[src/rtl/sca_pkg.sv]
package sca_pkg;

    // fixed field widths
    localparam int ADDR_W      = 32;
    localparam int SC_W        = 3;
    localparam int CLASS_W     = 2;
    localparam int STATUS_W    = 2;
    localparam int CFG_IDX_W   = 3;
    localparam int NUM_CLASSES = 4;

    // defaults for top level parameters
    localparam int POOL_CHUNKS_DEF = 64;
    localparam int QUEUE_DEPTH     = 2;

    // smallest chunk is 128 bytes
    localparam int CHUNK_SHIFT0 = 7;

    // transaction kinds
    localparam logic KIND_ALLOC = 1'b0;
    localparam logic KIND_FREE  = 1'b1;

    // result status codes
    localparam logic [STATUS_W-1:0] ST_OK    = 2'd0;
    localparam logic [STATUS_W-1:0] ST_BAD   = 2'd1;
    localparam logic [STATUS_W-1:0] ST_EMPTY = 2'd2;

    // configuration register indexes
    localparam logic [CFG_IDX_W-1:0] REG_BASE_CLASS0 = 3'd0;
    localparam logic [CFG_IDX_W-1:0] REG_BASE_CLASS1 = 3'd1;
    localparam logic [CFG_IDX_W-1:0] REG_BASE_CLASS2 = 3'd2;
    localparam logic [CFG_IDX_W-1:0] REG_BASE_CLASS3 = 3'd3;

    // pool base reset values
    localparam logic [ADDR_W-1:0] BASE_RESET0 = 32'h0000_0000;
    localparam logic [ADDR_W-1:0] BASE_RESET1 = 32'h0001_0000;
    localparam logic [ADDR_W-1:0] BASE_RESET2 = 32'h0002_0000;
    localparam logic [ADDR_W-1:0] BASE_RESET3 = 32'h0003_0000;

    // classified command handed from front to back
    typedef struct packed {
        logic                   kind;
        logic [SC_W-1:0]        size_class;
        logic [ADDR_W-1:0]      addr;
        logic                   class_ok;
        logic [NUM_CLASSES-1:0] cand;
    } t_cmd;

    // log2 of the chunk size of a class
    function automatic logic [3:0] chunk_shift(input logic [CLASS_W-1:0] c);
        return 4'(CHUNK_SHIFT0) + 4'(c);
    endfunction

endpackage

[src/rtl/size_class_chunk_allocator_top.sv]
// channel   | signals                                        | handshake
// ----------+------------------------------------------------+----------------------------
// command   | i_kind, i_size_class, i_chunk_address          | start && !busy
// result    | o_status, o_result_address, o_result_class     | o_result_strobe, one cycle
// config    | i_cfg_index, i_cfg_data                        | i_cfg_valid && o_cfg_ready
//
// in the back end each transaction has a read phase, which reads the per-class link and
// in-use ram, and a resolve phase, which updates the free list head and writes the ram back.
// from an idle block a command passes the queue, then both phases, then the result register.
// a 2-entry queue sits between decode and the back end; busy is high while it is full.
// synchronous active-low reset; a per-class fill counter stands in for the reset
// chain, so no clearing pass runs. the receiver cannot stall results.
module size_class_chunk_allocator_top #(
    parameter int POOL_CHUNKS = sca_pkg::POOL_CHUNKS_DEF
) (
    input  logic                              i_clk,
    input  logic                              i_rst_n,
    input  logic                              start,
    output logic                              busy,
    input  logic                              i_kind,
    input  logic [sca_pkg::SC_W-1:0]          i_size_class,
    input  logic [sca_pkg::ADDR_W-1:0]        i_chunk_address,
    output logic                              o_result_strobe,
    output logic [sca_pkg::STATUS_W-1:0]      o_status,
    output logic [sca_pkg::ADDR_W-1:0]        o_result_address,
    output logic [sca_pkg::CLASS_W-1:0]       o_result_class,
    input  logic                              i_cfg_valid,
    output logic                              o_cfg_ready,
    input  logic [sca_pkg::CFG_IDX_W-1:0]     i_cfg_index,
    input  logic [sca_pkg::ADDR_W-1:0]        i_cfg_data
);

    localparam int NC = sca_pkg::NUM_CLASSES;
    localparam int AW = $clog2(POOL_CHUNKS);
    localparam int QW = $bits(sca_pkg::t_cmd) + NC * AW;

    logic [NC-1:0][sca_pkg::ADDR_W-1:0] r_base;

    sca_pkg::t_cmd         front_cmd, q_cmd;
    logic [NC-1:0][AW-1:0] front_idx, q_idx;
    logic [QW-1:0]         q_in, q_out;
    logic                  q_full, q_empty, q_push, q_pop;
    logic                  back_idle;

    // base registers
    always_ff @(posedge i_clk) begin
        if (!i_rst_n) begin
            r_base[0] <= sca_pkg::BASE_RESET0;
            r_base[1] <= sca_pkg::BASE_RESET1;
            r_base[2] <= sca_pkg::BASE_RESET2;
            r_base[3] <= sca_pkg::BASE_RESET3;
        end else if (i_cfg_valid && o_cfg_ready) begin
            unique case (i_cfg_index)
                sca_pkg::REG_BASE_CLASS0: r_base[0] <= i_cfg_data;
                sca_pkg::REG_BASE_CLASS1: r_base[1] <= i_cfg_data;
                sca_pkg::REG_BASE_CLASS2: r_base[2] <= i_cfg_data;
                sca_pkg::REG_BASE_CLASS3: r_base[3] <= i_cfg_data;
                default: begin
                end
            endcase
        end
    end

    assign o_cfg_ready = 1'b1;

    // decode and classify
    sca_front #(
        .POOL_CHUNKS (POOL_CHUNKS)
    ) u_front (
        .i_kind       (i_kind),
        .i_size_class (i_size_class),
        .i_addr       (i_chunk_address),
        .i_base       (r_base),
        .o_cmd        (front_cmd),
        .o_idx        (front_idx)
    );

    // command queue
    assign q_push = start && !busy;
    assign q_in   = {front_cmd, front_idx};
    assign {q_cmd, q_idx} = q_out;

    sca_fifo #(
        .WIDTH (QW),
        .DEPTH (sca_pkg::QUEUE_DEPTH)
    ) u_fifo (
        .i_clk   (i_clk),
        .i_rst_n (i_rst_n),
        .i_push  (q_push),
        .i_data  (q_in),
        .i_pop   (q_pop),
        .o_data  (q_out),
        .o_full  (q_full),
        .o_empty (q_empty)
    );

    assign busy = q_full;

    // free list engine
    sca_back #(
        .POOL_CHUNKS (POOL_CHUNKS)
    ) u_back (
        .i_clk     (i_clk),
        .i_rst_n   (i_rst_n),
        .i_valid   (!q_empty),
        .i_cmd     (q_cmd),
        .i_idx     (q_idx),
        .i_base    (r_base),
        .o_pop     (q_pop),
        .o_idle    (back_idle),
        .o_strobe  (o_result_strobe),
        .o_status  (o_status),
        .o_address (o_result_address),
        .o_class   (o_result_class)
    );

    // result strobes never come back to back
    a_strobe_spacing: assert property (@(posedge i_clk) disable iff (!i_rst_n)
        o_result_strobe |=> !o_result_strobe)
        else $error("result strobes in consecutive cycles");

    // a transaction into an idle block with an empty queue yields a result strobe after both back-end phases
    a_idle_latency: assert property (@(posedge i_clk) disable iff (!i_rst_n)
        (start && !busy && q_empty && back_idle) |=> ##2 o_result_strobe)
        else $error("missing result after idle transaction");

    // the back end never pops an empty queue
    a_no_empty_pop: assert property (@(posedge i_clk) disable iff (!i_rst_n)
        q_pop |-> !q_empty)
        else $error("pop from empty queue");

    // errors never report a class
    a_bad_class: assert property (@(posedge i_clk) disable iff (!i_rst_n)
        (o_result_strobe && (o_status == sca_pkg::ST_BAD)) |-> (o_result_class == '0))
        else $error("error result with nonzero class");

endmodule

[src/rtl/sca_ram.sv]
module sca_ram #(
    parameter int WIDTH = 8,
    parameter int DEPTH = 64
) (
    input  logic                     i_clk,
    input  logic                     i_we,
    input  logic [$clog2(DEPTH)-1:0] i_waddr,
    input  logic [WIDTH-1:0]         i_wdata,
    input  logic [$clog2(DEPTH)-1:0] i_raddr,
    output logic [WIDTH-1:0]         o_rdata
);

    logic [WIDTH-1:0] r_mem [DEPTH];
    logic [WIDTH-1:0] r_rdata;

    // one write port, one registered read port
    always_ff @(posedge i_clk) begin
        if (i_we) begin
            r_mem[i_waddr] <= i_wdata;
        end
        r_rdata <= r_mem[i_raddr];
    end

    assign o_rdata = r_rdata;

endmodule

[src/rtl/sca_front.sv]
module sca_front #(
    parameter int POOL_CHUNKS = sca_pkg::POOL_CHUNKS_DEF
) (
    input  logic                                                i_kind,
    input  logic [sca_pkg::SC_W-1:0]                            i_size_class,
    input  logic [sca_pkg::ADDR_W-1:0]                          i_addr,
    input  logic [sca_pkg::NUM_CLASSES-1:0][sca_pkg::ADDR_W-1:0] i_base,
    output sca_pkg::t_cmd                                       o_cmd,
    output logic [sca_pkg::NUM_CLASSES-1:0][$clog2(POOL_CHUNKS)-1:0] o_idx
);

    localparam int AW = $clog2(POOL_CHUNKS);

    logic [sca_pkg::NUM_CLASSES-1:0][sca_pkg::ADDR_W-1:0] off;
    logic [sca_pkg::NUM_CLASSES-1:0][sca_pkg::ADDR_W-1:0] hi;
    logic [sca_pkg::NUM_CLASSES-1:0][sca_pkg::ADDR_W-1:0] mask;
    logic [sca_pkg::NUM_CLASSES-1:0]                      cand;

    // per class: offset from base, range and alignment
    always_comb begin
        for (int c = 0; c < sca_pkg::NUM_CLASSES; c++) begin
            off[c]  = i_addr - i_base[c];
            hi[c]   = off[c] >> sca_pkg::chunk_shift(sca_pkg::CLASS_W'(c));
            mask[c] = (sca_pkg::ADDR_W'(1) << sca_pkg::chunk_shift(sca_pkg::CLASS_W'(c)))
                      - sca_pkg::ADDR_W'(1);
            cand[c] = ((off[c] & mask[c]) == '0)
                      && (hi[c] < sca_pkg::ADDR_W'(POOL_CHUNKS));
            o_idx[c] = hi[c][AW-1:0];
        end
    end

    // classified command
    always_comb begin
        o_cmd.kind       = i_kind;
        o_cmd.size_class = i_size_class;
        o_cmd.addr       = i_addr;
        o_cmd.class_ok   = i_size_class < sca_pkg::SC_W'(sca_pkg::NUM_CLASSES);
        o_cmd.cand       = cand;
    end

endmodule

[src/rtl/sca_fifo.sv]
module sca_fifo #(
    parameter int WIDTH = 8,
    parameter int DEPTH = sca_pkg::QUEUE_DEPTH
) (
    input  logic             i_clk,
    input  logic             i_rst_n,
    input  logic             i_push,
    input  logic [WIDTH-1:0] i_data,
    input  logic             i_pop,
    output logic [WIDTH-1:0] o_data,
    output logic             o_full,
    output logic             o_empty
);

    localparam int PW = $clog2(DEPTH);
    localparam int CW = $clog2(DEPTH + 1);

    logic [WIDTH-1:0] r_mem [DEPTH];
    logic [PW-1:0]    r_wp, r_rp;
    logic [CW-1:0]    r_cnt;

    // storage
    always_ff @(posedge i_clk) begin
        if (i_push) begin
            r_mem[r_wp] <= i_data;
        end
    end

    // pointers and fill count
    always_ff @(posedge i_clk) begin
        if (!i_rst_n) begin
            r_wp  <= '0;
            r_rp  <= '0;
            r_cnt <= '0;
        end else begin
            if (i_push) begin
                r_wp <= (r_wp == PW'(DEPTH - 1)) ? '0 : r_wp + 1'b1;
            end
            if (i_pop) begin
                r_rp <= (r_rp == PW'(DEPTH - 1)) ? '0 : r_rp + 1'b1;
            end
            if (i_push && !i_pop) begin
                r_cnt <= r_cnt + 1'b1;
            end else if (i_pop && !i_push) begin
                r_cnt <= r_cnt - 1'b1;
            end
        end
    end

    assign o_data  = r_mem[r_rp];
    assign o_full  = (r_cnt == CW'(DEPTH));
    assign o_empty = (r_cnt == '0);

endmodule

[src/rtl/sca_back.sv]
module sca_back #(
    parameter int POOL_CHUNKS = sca_pkg::POOL_CHUNKS_DEF
) (
    input  logic                                                i_clk,
    input  logic                                                i_rst_n,
    input  logic                                                i_valid,
    input  sca_pkg::t_cmd                                       i_cmd,
    input  logic [sca_pkg::NUM_CLASSES-1:0][$clog2(POOL_CHUNKS)-1:0] i_idx,
    input  logic [sca_pkg::NUM_CLASSES-1:0][sca_pkg::ADDR_W-1:0] i_base,
    output logic                                                o_pop,
    output logic                                                o_idle,
    output logic                                                o_strobe,
    output logic [sca_pkg::STATUS_W-1:0]                        o_status,
    output logic [sca_pkg::ADDR_W-1:0]                          o_address,
    output logic [sca_pkg::CLASS_W-1:0]                         o_class
);

    localparam int NC = sca_pkg::NUM_CLASSES;
    localparam int AW = $clog2(POOL_CHUNKS);
    localparam int IW = $clog2(POOL_CHUNKS + 1);
    localparam int EW = IW + 1;
    localparam logic [IW-1:0] NIL = IW'(POOL_CHUNKS);

    localparam logic PH_READ    = 1'b0;
    localparam logic PH_RESOLVE = 1'b1;

    logic                  r_phase;
    sca_pkg::t_cmd         r_cmd;
    logic [NC-1:0][AW-1:0] r_idx;
    logic [NC-1:0][IW-1:0] r_head, n_head;
    logic [NC-1:0][IW-1:0] r_fresh, n_fresh;

    logic                           r_strobe;
    logic [sca_pkg::STATUS_W-1:0]   r_status, n_status;
    logic [sca_pkg::ADDR_W-1:0]     r_address, n_address;
    logic [sca_pkg::CLASS_W-1:0]    r_class, n_class;

    sca_pkg::t_cmd         cmd_sel;
    logic [NC-1:0][AW-1:0] idx_sel;
    logic [NC-1:0][AW-1:0] ram_addr;
    logic [NC-1:0][EW-1:0] ram_rdata;
    logic [NC-1:0]         ram_we;
    logic [EW-1:0]         ram_wdata;

    logic [sca_pkg::CLASS_W-1:0] cls;
    logic [IW-1:0]               head;
    logic [IW-1:0]               link_next;
    logic                        empty;
    logic [NC-1:0]               hit;
    logic                        hit_any;
    logic [sca_pkg::CLASS_W-1:0] hit_cls;

    // ram addresses: queue head while reading, held command while updating
    always_comb begin
        cmd_sel = (r_phase == PH_READ) ? i_cmd : r_cmd;
        idx_sel = (r_phase == PH_READ) ? i_idx : r_idx;
        for (int c = 0; c < NC; c++) begin
            ram_addr[c] = (cmd_sel.kind == sca_pkg::KIND_ALLOC) ? r_head[c][AW-1:0]
                                                                : idx_sel[c];
        end
    end

    // one link and in-use ram per class
    for (genvar g = 0; g < NC; g++) begin : g_pool
        sca_ram #(
            .WIDTH (EW),
            .DEPTH (POOL_CHUNKS)
        ) u_ram (
            .i_clk   (i_clk),
            .i_we    (ram_we[g]),
            .i_waddr (ram_addr[g]),
            .i_wdata (ram_wdata),
            .i_raddr (ram_addr[g]),
            .o_rdata (ram_rdata[g])
        );
    end

    // allocate: pop head, untouched chunks still chain in ascending order
    always_comb begin
        cls       = r_cmd.size_class[sca_pkg::CLASS_W-1:0];
        head      = r_head[cls];
        empty     = (head == NIL);
        link_next = (head < r_fresh[cls]) ? ram_rdata[cls][IW-1:0] : head + 1'b1;
    end

    // free: first class with a matching in-use chunk
    always_comb begin
        hit_any = 1'b0;
        hit_cls = '0;
        for (int c = 0; c < NC; c++) begin
            hit[c] = r_cmd.cand[c] && (IW'(r_idx[c]) < r_fresh[c]) && ram_rdata[c][IW];
        end
        for (int c = NC - 1; c >= 0; c--) begin
            if (hit[c]) begin
                hit_any = 1'b1;
                hit_cls = sca_pkg::CLASS_W'(c);
            end
        end
    end

    // list update and result
    always_comb begin
        n_head    = r_head;
        n_fresh   = r_fresh;
        ram_we    = '0;
        ram_wdata = '0;
        n_status  = sca_pkg::ST_BAD;
        n_address = '0;
        n_class   = '0;
        if (r_cmd.kind == sca_pkg::KIND_ALLOC) begin
            if (!r_cmd.class_ok) begin
                n_status = sca_pkg::ST_BAD;
            end else if (empty) begin
                n_status = sca_pkg::ST_EMPTY;
                n_class  = cls;
            end else begin
                n_status  = sca_pkg::ST_OK;
                n_class   = cls;
                n_address = i_base[cls]
                            + (sca_pkg::ADDR_W'(head) << sca_pkg::chunk_shift(cls));
                n_head[cls] = link_next;
                if (head == r_fresh[cls]) begin
                    n_fresh[cls] = r_fresh[cls] + 1'b1;
                end
                ram_we[cls] = (r_phase == PH_RESOLVE);
                ram_wdata   = {1'b1, head};
            end
        end else begin
            n_address = r_cmd.addr;
            if (hit_any) begin
                n_status        = sca_pkg::ST_OK;
                n_class         = hit_cls;
                n_head[hit_cls] = IW'(r_idx[hit_cls]);
                ram_we[hit_cls] = (r_phase == PH_RESOLVE);
                ram_wdata       = {1'b0, r_head[hit_cls]};
            end
        end
    end

    // control state
    always_ff @(posedge i_clk) begin
        if (!i_rst_n) begin
            r_phase  <= PH_READ;
            r_strobe <= 1'b0;
            r_head   <= '0;
            r_fresh  <= '0;
        end else begin
            r_strobe <= (r_phase == PH_RESOLVE);
            unique case (r_phase)
                PH_READ: begin
                    if (i_valid) begin
                        r_phase <= PH_RESOLVE;
                    end
                end
                PH_RESOLVE: begin
                    r_head  <= n_head;
                    r_fresh <= n_fresh;
                    r_phase <= PH_READ;
                end
                default: begin
                    r_phase <= PH_READ;
                end
            endcase
        end
    end

    // held command and result payload
    always_ff @(posedge i_clk) begin
        if (o_pop) begin
            r_cmd <= i_cmd;
            r_idx <= i_idx;
        end
        if (r_phase == PH_RESOLVE) begin
            r_status  <= n_status;
            r_address <= n_address;
            r_class   <= n_class;
        end
    end

    assign o_pop     = (r_phase == PH_READ) && i_valid;
    assign o_idle    = (r_phase == PH_READ);
    assign o_strobe  = r_strobe;
    assign o_status  = r_status;
    assign o_address = r_address;
    assign o_class   = r_class;

endmodule
[config.mk]
export PLATFORM = sky130hd
export DESIGN_NAME = size_class_chunk_allocator_top
export DESIGN_NICKNAME = d
export VERILOG_FILES = /design/src/rtl/sca_pkg.sv /design/src/rtl/size_class_chunk_allocator_top.sv /design/src/rtl/sca_ram.sv /design/src/rtl/sca_front.sv /design/src/rtl/sca_fifo.sv /design/src/rtl/sca_back.sv
export SDC_FILE = /design/constraint.sdc
export NUM_CORES = 2
export LEC_CHECK = 0
export BUFFER_PORTS_ARGS = -buffer_cell sky130_fd_sc_hd__buf_2
export CAP_MARGIN = 20
export CORE_UTILIZATION = 55
export CTS_BUF_LIST = sky130_fd_sc_hd__clkbuf_2 sky130_fd_sc_hd__clkbuf_4 sky130_fd_sc_hd__clkbuf_8
export DETAILED_ROUTE_END_ITERATION = 8
export PLACE_DENSITY = 0.69
export SLEW_MARGIN = 10
export SYNTH_ARGS = -nofsm -noshare
export SYNTH_HDL_FRONTEND = slang
export SYNTH_SLANG_ARGS = --single-unit
export TNS_END_PERCENT = 30
[constraint.sdc]
create_clock -name i_clk -period 35.5 [get_ports i_clk]
set_input_delay 5.325 -clock i_clk [delete_from_list [all_inputs] [get_ports i_clk]]
set_output_delay 5.325 -clock i_clk [all_outputs]
set_load 0.005 [all_outputs]
---- Yosys cells after proc, flatten, opt, wreduce, memory -nomap -nowiden ----
Memory sizes are Yosys's and may differ from the RTL's. A register that Yosys moved wholly into a read port is not among the register bits.
Cells that the tools add are included.
cells by class
  add/sub/neg operators ................... 12
  order comparisons ....................... 14
  eq/ne operators ......................... 8
  shift operators ......................... 1
  multiplexer cells ....................... 78
  bitwise gates (word level) .............. 5
  reduce and logical (&&, ||, !) cells .... 36
operators by type and width
  cell                 number
  $logic_not 32->1     4
  $mux 32              4
  $sub 32x32->32       4
  $mux 28              4
  $bwmux 28            3
  $bmux 32 s2          1
  $mux 7               8
  $bmux 7 s2           3
  $mux 41              1
  $add 32x32->32       1
  $shl 7x4->32         1
  $mux 6               5
  $demux 7 s2          2
  $lt 6x7->1           4
  $lt 25x7->1 const B  1
  $lt 24x7->1 const B  1
  $mux 2               12
  $mux 24              1
  $mux 8               3
  $lt 23x7->1 const B  1
  $lt 22x7->1 const B  1
  $mux 1               22
  $logic_and 1x1->1    18
  $bmux 8 s2           1
  29 further kinds     48
storage, ports and cells
  flip-flop bits (word level) ............. 291
  memory bits (writable) .................. 2178
  input port bits ......................... 75
  memories ................................ 5
memories
  memory                        words  width  rd ports  clocked after Yosys merged registers in  wr ports  RTL line        RTL
  u_back.g_pool[0].u_ram.r_mem  64     8      1         1                                        1         sca_ram.sv:13   logic [WIDTH-1:0] r_mem [DEPTH];
  u_back.g_pool[1].u_ram.r_mem  64     8      1         1                                        1         sca_ram.sv:13
  u_back.g_pool[2].u_ram.r_mem  64     8      1         1                                        1         sca_ram.sv:13
  u_back.g_pool[3].u_ram.r_mem  64     8      1         1                                        1         sca_ram.sv:13
  u_fifo.r_mem                  2      65     1         1                                        1         sca_fifo.sv:18  logic [WIDTH-1:0] r_mem [DEPTH];

---- Logic depth before layout (Yosys ltp) ----
  depth in word-level cells ............... 16
  depth in mapped cells ................... 26
  depth with buffers taken out ............ 18

---- Hierarchy ----
Synthesis repeated with hierarchy kept, for this count alone.
unflattened totals
  cell total of the unflattened synthesis .. 6725
  area total of the unflattened synthesis .. 108938.2 um2
by module, submodules not included
  module                          instances  cells an instance  area an instance (um2)  seq. area each (um2)
  sca_ram                         4          940                20166.8                 15534.9
  sca_back                        1          1037               10566.4                 4164.0
  sca_front                       1          1246               8039.0                  0.0
  sca_fifo                        1          224                4923.5                  4003.8
  size_class_chunk_allocator_top  1          458                4742.0                  2562.5

---- Worst setup path before layout ----
No wires, ideal clock.
  kind .................................... reg-to-reg
  start point ............................. register u_back.r_idx[7] in the netlist's numbering
  end point ............................... memory u_back.g_pool[0].u_ram.r_mem[0][2], data pin
  setup time .............................. 2.187 ns
  data arrival time ....................... 12.118 ns
  path slack .............................. 21.195 ns
  stages on the path, launching flop included .. 11
  buffers on the path ..................... 1
  path through ............................ edfxtp_1 > ha_1 > a21o_1 > a21o_1 > a21o_1 > a21oi_1 > o2111a_1 > clkbuf_1 > o31a_1 > o21ai_0 > o21ai_0
between the ends
  longest elaborated chain between the ends .. 9
  elaborated cells on any way between the ends .. 11
  classes of those cells .................. 1 x order compare; 8 x mux; 2 x reduce/logical
RTL lines
  what                                   RTL line         RTL
  start, declared                        sca_back.sv:29   logic [NC-1:0][AW-1:0] r_idx;
  start signal, assigned                 sca_back.sv:171  r_idx <= i_idx;
  $lt 6x7->1 (*)                         sca_back.sv:91   hit[c] = r_cmd.cand[c] && (IW'(r_idx[c]) < r_fresh[c]) && ram_rdata[c][IW];
  $logic_and 1x1->1 (*) (2 in series)    sca_back.sv:91
  $mux 2 (2 in series)                   sca_back.sv:94   if (hit[c]) begin
  $bmux 7 s2                             sca_back.sv:135  ram_wdata = {1'b0, r_head[hit_cls]};
  $mux 7 (implied by the code)           sca_back.sv:135
  $mux 7 (*)                             sca_back.sv:130  if (hit_any) begin
  $mux 8 (*)                             sca_back.sv:110  if (r_cmd.kind == sca_pkg::KIND_ALLOC) begin
  net u_back.g_pool[0].u_ram.i_wdata[2]  sca_ram.sv:8     input logic [WIDTH-1:0] i_wdata,
  end, declared                          sca_ram.sv:13
The timed path passes the listed nets; every way through them passes the cells marked *. The select of a mux whose other input is x is not followed.

==> metrics.md <==
| Metric | Value |
|---|---|
| Final hold violation count | 0 |
| P_sw | 2.80 mW |
| Post-route ant nets | 0 |
| Antenna violations before repair | 13 |
| Fmax | 121 MHz |
| Number of synthesized flops with an enable pin | 2276 |
| Vias in the first global route | 63500 |
| Reg area | 0.0728 sq mm |
| DR vias/cell | 6.51 |
| Layout cells sized above 1 | 13.7% |
| Placed cell count | 9480 |
| Max-cap violation count | 0 |
| CTS Sinks | 2499 |
| IO Port Bufs | 112 |
| Share of power burned in registers | 43.2% |
| Non-Filler Instances | 10200 |
| FF-to-FF End | u_back.o_address[28] |
| Max_slew headroom | 22.3% |
| Power Density | 71.7 mW/mm^2 |
| Clk Latency, worst-skew pair | 1080 ps |
| DRC | 0 |
| Die width | 435 microns |
| Crit. Startpoint | i_chunk_address[0] |
| Setup TNS | 0 ps |
| Die H | 435 microns |
| Critical path class | input port to register |
| Cells on worst reg2reg path | 18 |
| Seq cells post-synth | 2499 |
| Largest net degree at the start of global routing | 257 |
| Area grow syn2layout | 10.7% |
| Initial Util | 55.5% |
| Crit path capture type | register |
| Outcome | completed |
| Fillers | 13900 |
| CTS resizes | 0 |
| Leak | 35.8 nW |
| Post-DP HPWL | 180000 microns |
| CP max FO | 7 |
| Clock-pin transition on the worst setup and hold timing paths | 60 ps |
| Reg2reg setup slack | 29570 ps |
| Synthesized cell area | 0.103 sq mm |
| Cell accounting for the most synthesized area | edfxtp_1 |
| Int Pwr | 5.39 mW |
| Net Sw Frac | 34.2% |
| Reg2reg start | u_back.cls[1] |
| CTS tree | built |
| Proportion of netlist area held by the largest area contributor | 66.3% |
| Setup repair bufs after CTS | 0 |
| Hold Path Class | register to register |
| Multi-input logic area | 0.0283 sq mm |
| Comb power frac | 27.9% |
| Total GRT Usage | 30.2% |
| Clock skew | 70.7 ps |
| Worst Tran Pin Value | 1170 ps |
| Fraction of registers with async set/reset | 0% |
| Top_reg_cell synth | edfxtp_1 |
| GRT overflow | 0 |
| Clk pwr share | 28.9% |
| NumNets Final | 7667 |
| CTS Buf Count | 400 |
| CP Launch Type | input port |
| Standard-cell row count | 158 |
| First-pass GRT wire length | 426000 microns |
| Io pins | 114 |
| Commonest non-fill, non-tap cell in the layout | edfxtp_1 |
| CTS max path bufs | 4 |
| Required time worst endpoint | 36280 ps |
| Post-Synthesis Cells | 7156 |
| Synthesized area per cell | 14.4 sq um |
| Critical Path Sink | u_fifo.r_mem[1][25] |
| Die area | 0.189 sq mm |
| First-pass DRT Iterations | 6 |
| Core Region | 0.186 sq mm |
| Drt total wl | 291000 microns |
| Clock period minus worst slack | 8270 ps |
| Wire length per cell | 28.6 microns |
| RSZ-0062 raised after global routing | no |
| Commonest cells after routing, fill and taps aside | 2276 x edfxtp_1, 985 x a22oi_1, 515 x nor2_1, 506 x nand2_1, 420 x clkbuf_8 |
| H-tree Lvls | 5 |
| YS warnings | 0 |
| CTS Root Buffer Type | clkbuf_8 |
| Max VDD drop | 0.0622 mV |
| DR iter-0 viols | 8653 |
| # setup viols final | 0 |
| Final period util | 23.3% |
| Top cells by area, synth | edfxtp_1 66%, a22oi_1 7.2%, dfxtp_1 4.3% |
| Sequential share of the synthesized area | 70.6% |
| Gpl congestion | 0.959 |
| Post-cts hold buffer count | 0 |
| Critical Path AT | 9050 ps |
| Yosys cell types | 95 |
| Final core occ | 61.4% |
| Vias | 66400 |
| Final Slew Violations | 0 |
[kinds of logic (layout without fill, tap and decap cells)]
kind of cell / Yosys count / count (layout) / share of synthesized area [%]
DFF: 2499 / 2499 / 70.6
AOI/OAI and AO/OA: 2121 / 2121 / 15.1
xor gates and xnor gates: 101 / 101 / 0.858
adders and majority gates: 186 / 186 / 2.29
other: 2 / 20 / 0.00728
muxes: 183 / 183 / 2.55
buffers and inverters: 605 / 1151 / 2.33
and+or+nand+nor: 1459 / 1459 / 6.29
[Yosys cell counts, drive strengths merged, types with 19 or more instances]
| master | instances |
|---|---|
| a221oi | 32 |
| clkbuf | 246 |
| ha | 181 |
| nor2 | 541 |
| inv | 220 |
| nand3 | 64 |
| nor4 | 19 |
| nor2b | 45 |
| o21a | 34 |
| mux2i | 45 |
| o21ai | 157 |
| o211ai | 19 |
| a21o | 68 |
| buf | 138 |
| and3 | 28 |
| mux4 | 54 |
| a22o | 31 |
| mux2 | 84 |
| a41oi | 206 |
| and2 | 19 |
| dfxtp | 223 |
| nand2 | 508 |
| nand4 | 76 |
| xnor2 | 64 |
| nor3 | 58 |
| a22oi | 985 |
| a31oi | 42 |
| a21boi | 135 |
| a211oi | 28 |
| o31ai | 19 |
| xor2 | 37 |
| nand2b | 44 |
| edfxtp | 2276 |
| a21oi | 217 |
[flip-flops by register name, summed over array words and instances (netlist names), named ones only]
name	flops
u_back.g_pool.u_ram.r_mem	2048
r_base	128
u_fifo.r_mem	128
u_back.r_cmd	38
u_back.g_pool.u_ram.o_rdata	32
u_back.o_address	32
u_back.r_fresh	28
u_back.r_head	28
u_back.r_idx	24
u_back.cls	2
u_back.o_class	2
u_back.o_status	2
u_fifo.r_cnt	2
u_back.o_strobe	1
u_back.r_phase	1
u_fifo.r_rp	1
u_fifo.r_wp	1
[worst max-delay path, stage by stage]
cell,delay (ps)
buf_2,120
inv_1,190
ha_1,200
inv_1,60
fa_1,410
a21o_1,190
a21oi_1,250
o21a_1,200
o21ai_1,240
a221o_1,510
a21oi_1,180
o31ai_1,80
and3_1,200
or3_1,310
a2111oi_1,570
[power groups by stage]
stage / Clock [mW] / Sequential, mW / Combinational [mW]
after global routing: 2.50 / 3.54 / 2.41
after CTS: 2.38 / 3.54 / 2.25
final: 2.36 / 3.54 / 2.28
after global placement: 0 / 3.59 / 2.22
after floorplan: 0 / 3.66 / 1.34
after detailed placement: 0 / 3.60 / 2.24
[stage by stage]
stage,setup slack [ps],power [mW],hold WS [ps],instance area [sq um]
2_1_floorplan,21200,4.99,453,103000
3_3_place_gp,26270,5.81,467,106000
4_1_cts,27360,8.17,479,114000
5_1_grt,26940,8.46,505,114000
3_5_place_dp,26220,5.84,472,106000
6_report,27230,8.18,480,114000
[area by class of cell]
| cell class | instances | share of cell area, % |
|---|---|---|
| clock buffer | 570 | 6.05 |
| timing repair buffer | 225 | 1.30 |
| clock inverter | 136 | 0.571 |
| sequential | 2499 | 63.8 |
| inverter | 220 | 0.730 |
| multi-input combinational | 4060 | 24.8 |
| antenna | 10 | 0.0219 |
| tap | 2480 | 2.72 |
[layer usage]
metal	global-route usage, %	up-vias	part of all wire, %
met1	44.2	33300	42
met3	5.33	569	9.3
met5	0	-	0.013
li1	-	28900	-
met2	45.7	3619	45
met4	10.5	6	3.4
[worst min-delay path by stage]
stage | startpoint | to | depth (start not counted)
2_1_floorplan | r_base[66] | r_base[66] | 2
3_3_place_gp | r_base[79] | r_base[79] | 2
3_5_place_dp | r_base[80] | r_base[80] | 2
4_1_cts | r_base[80] | r_base[80] | 2
5_1_grt | r_base[84] | r_base[84] | 2
6_report | r_base[55] | r_base[55] | 2
(Power assumes the default switching activity.)
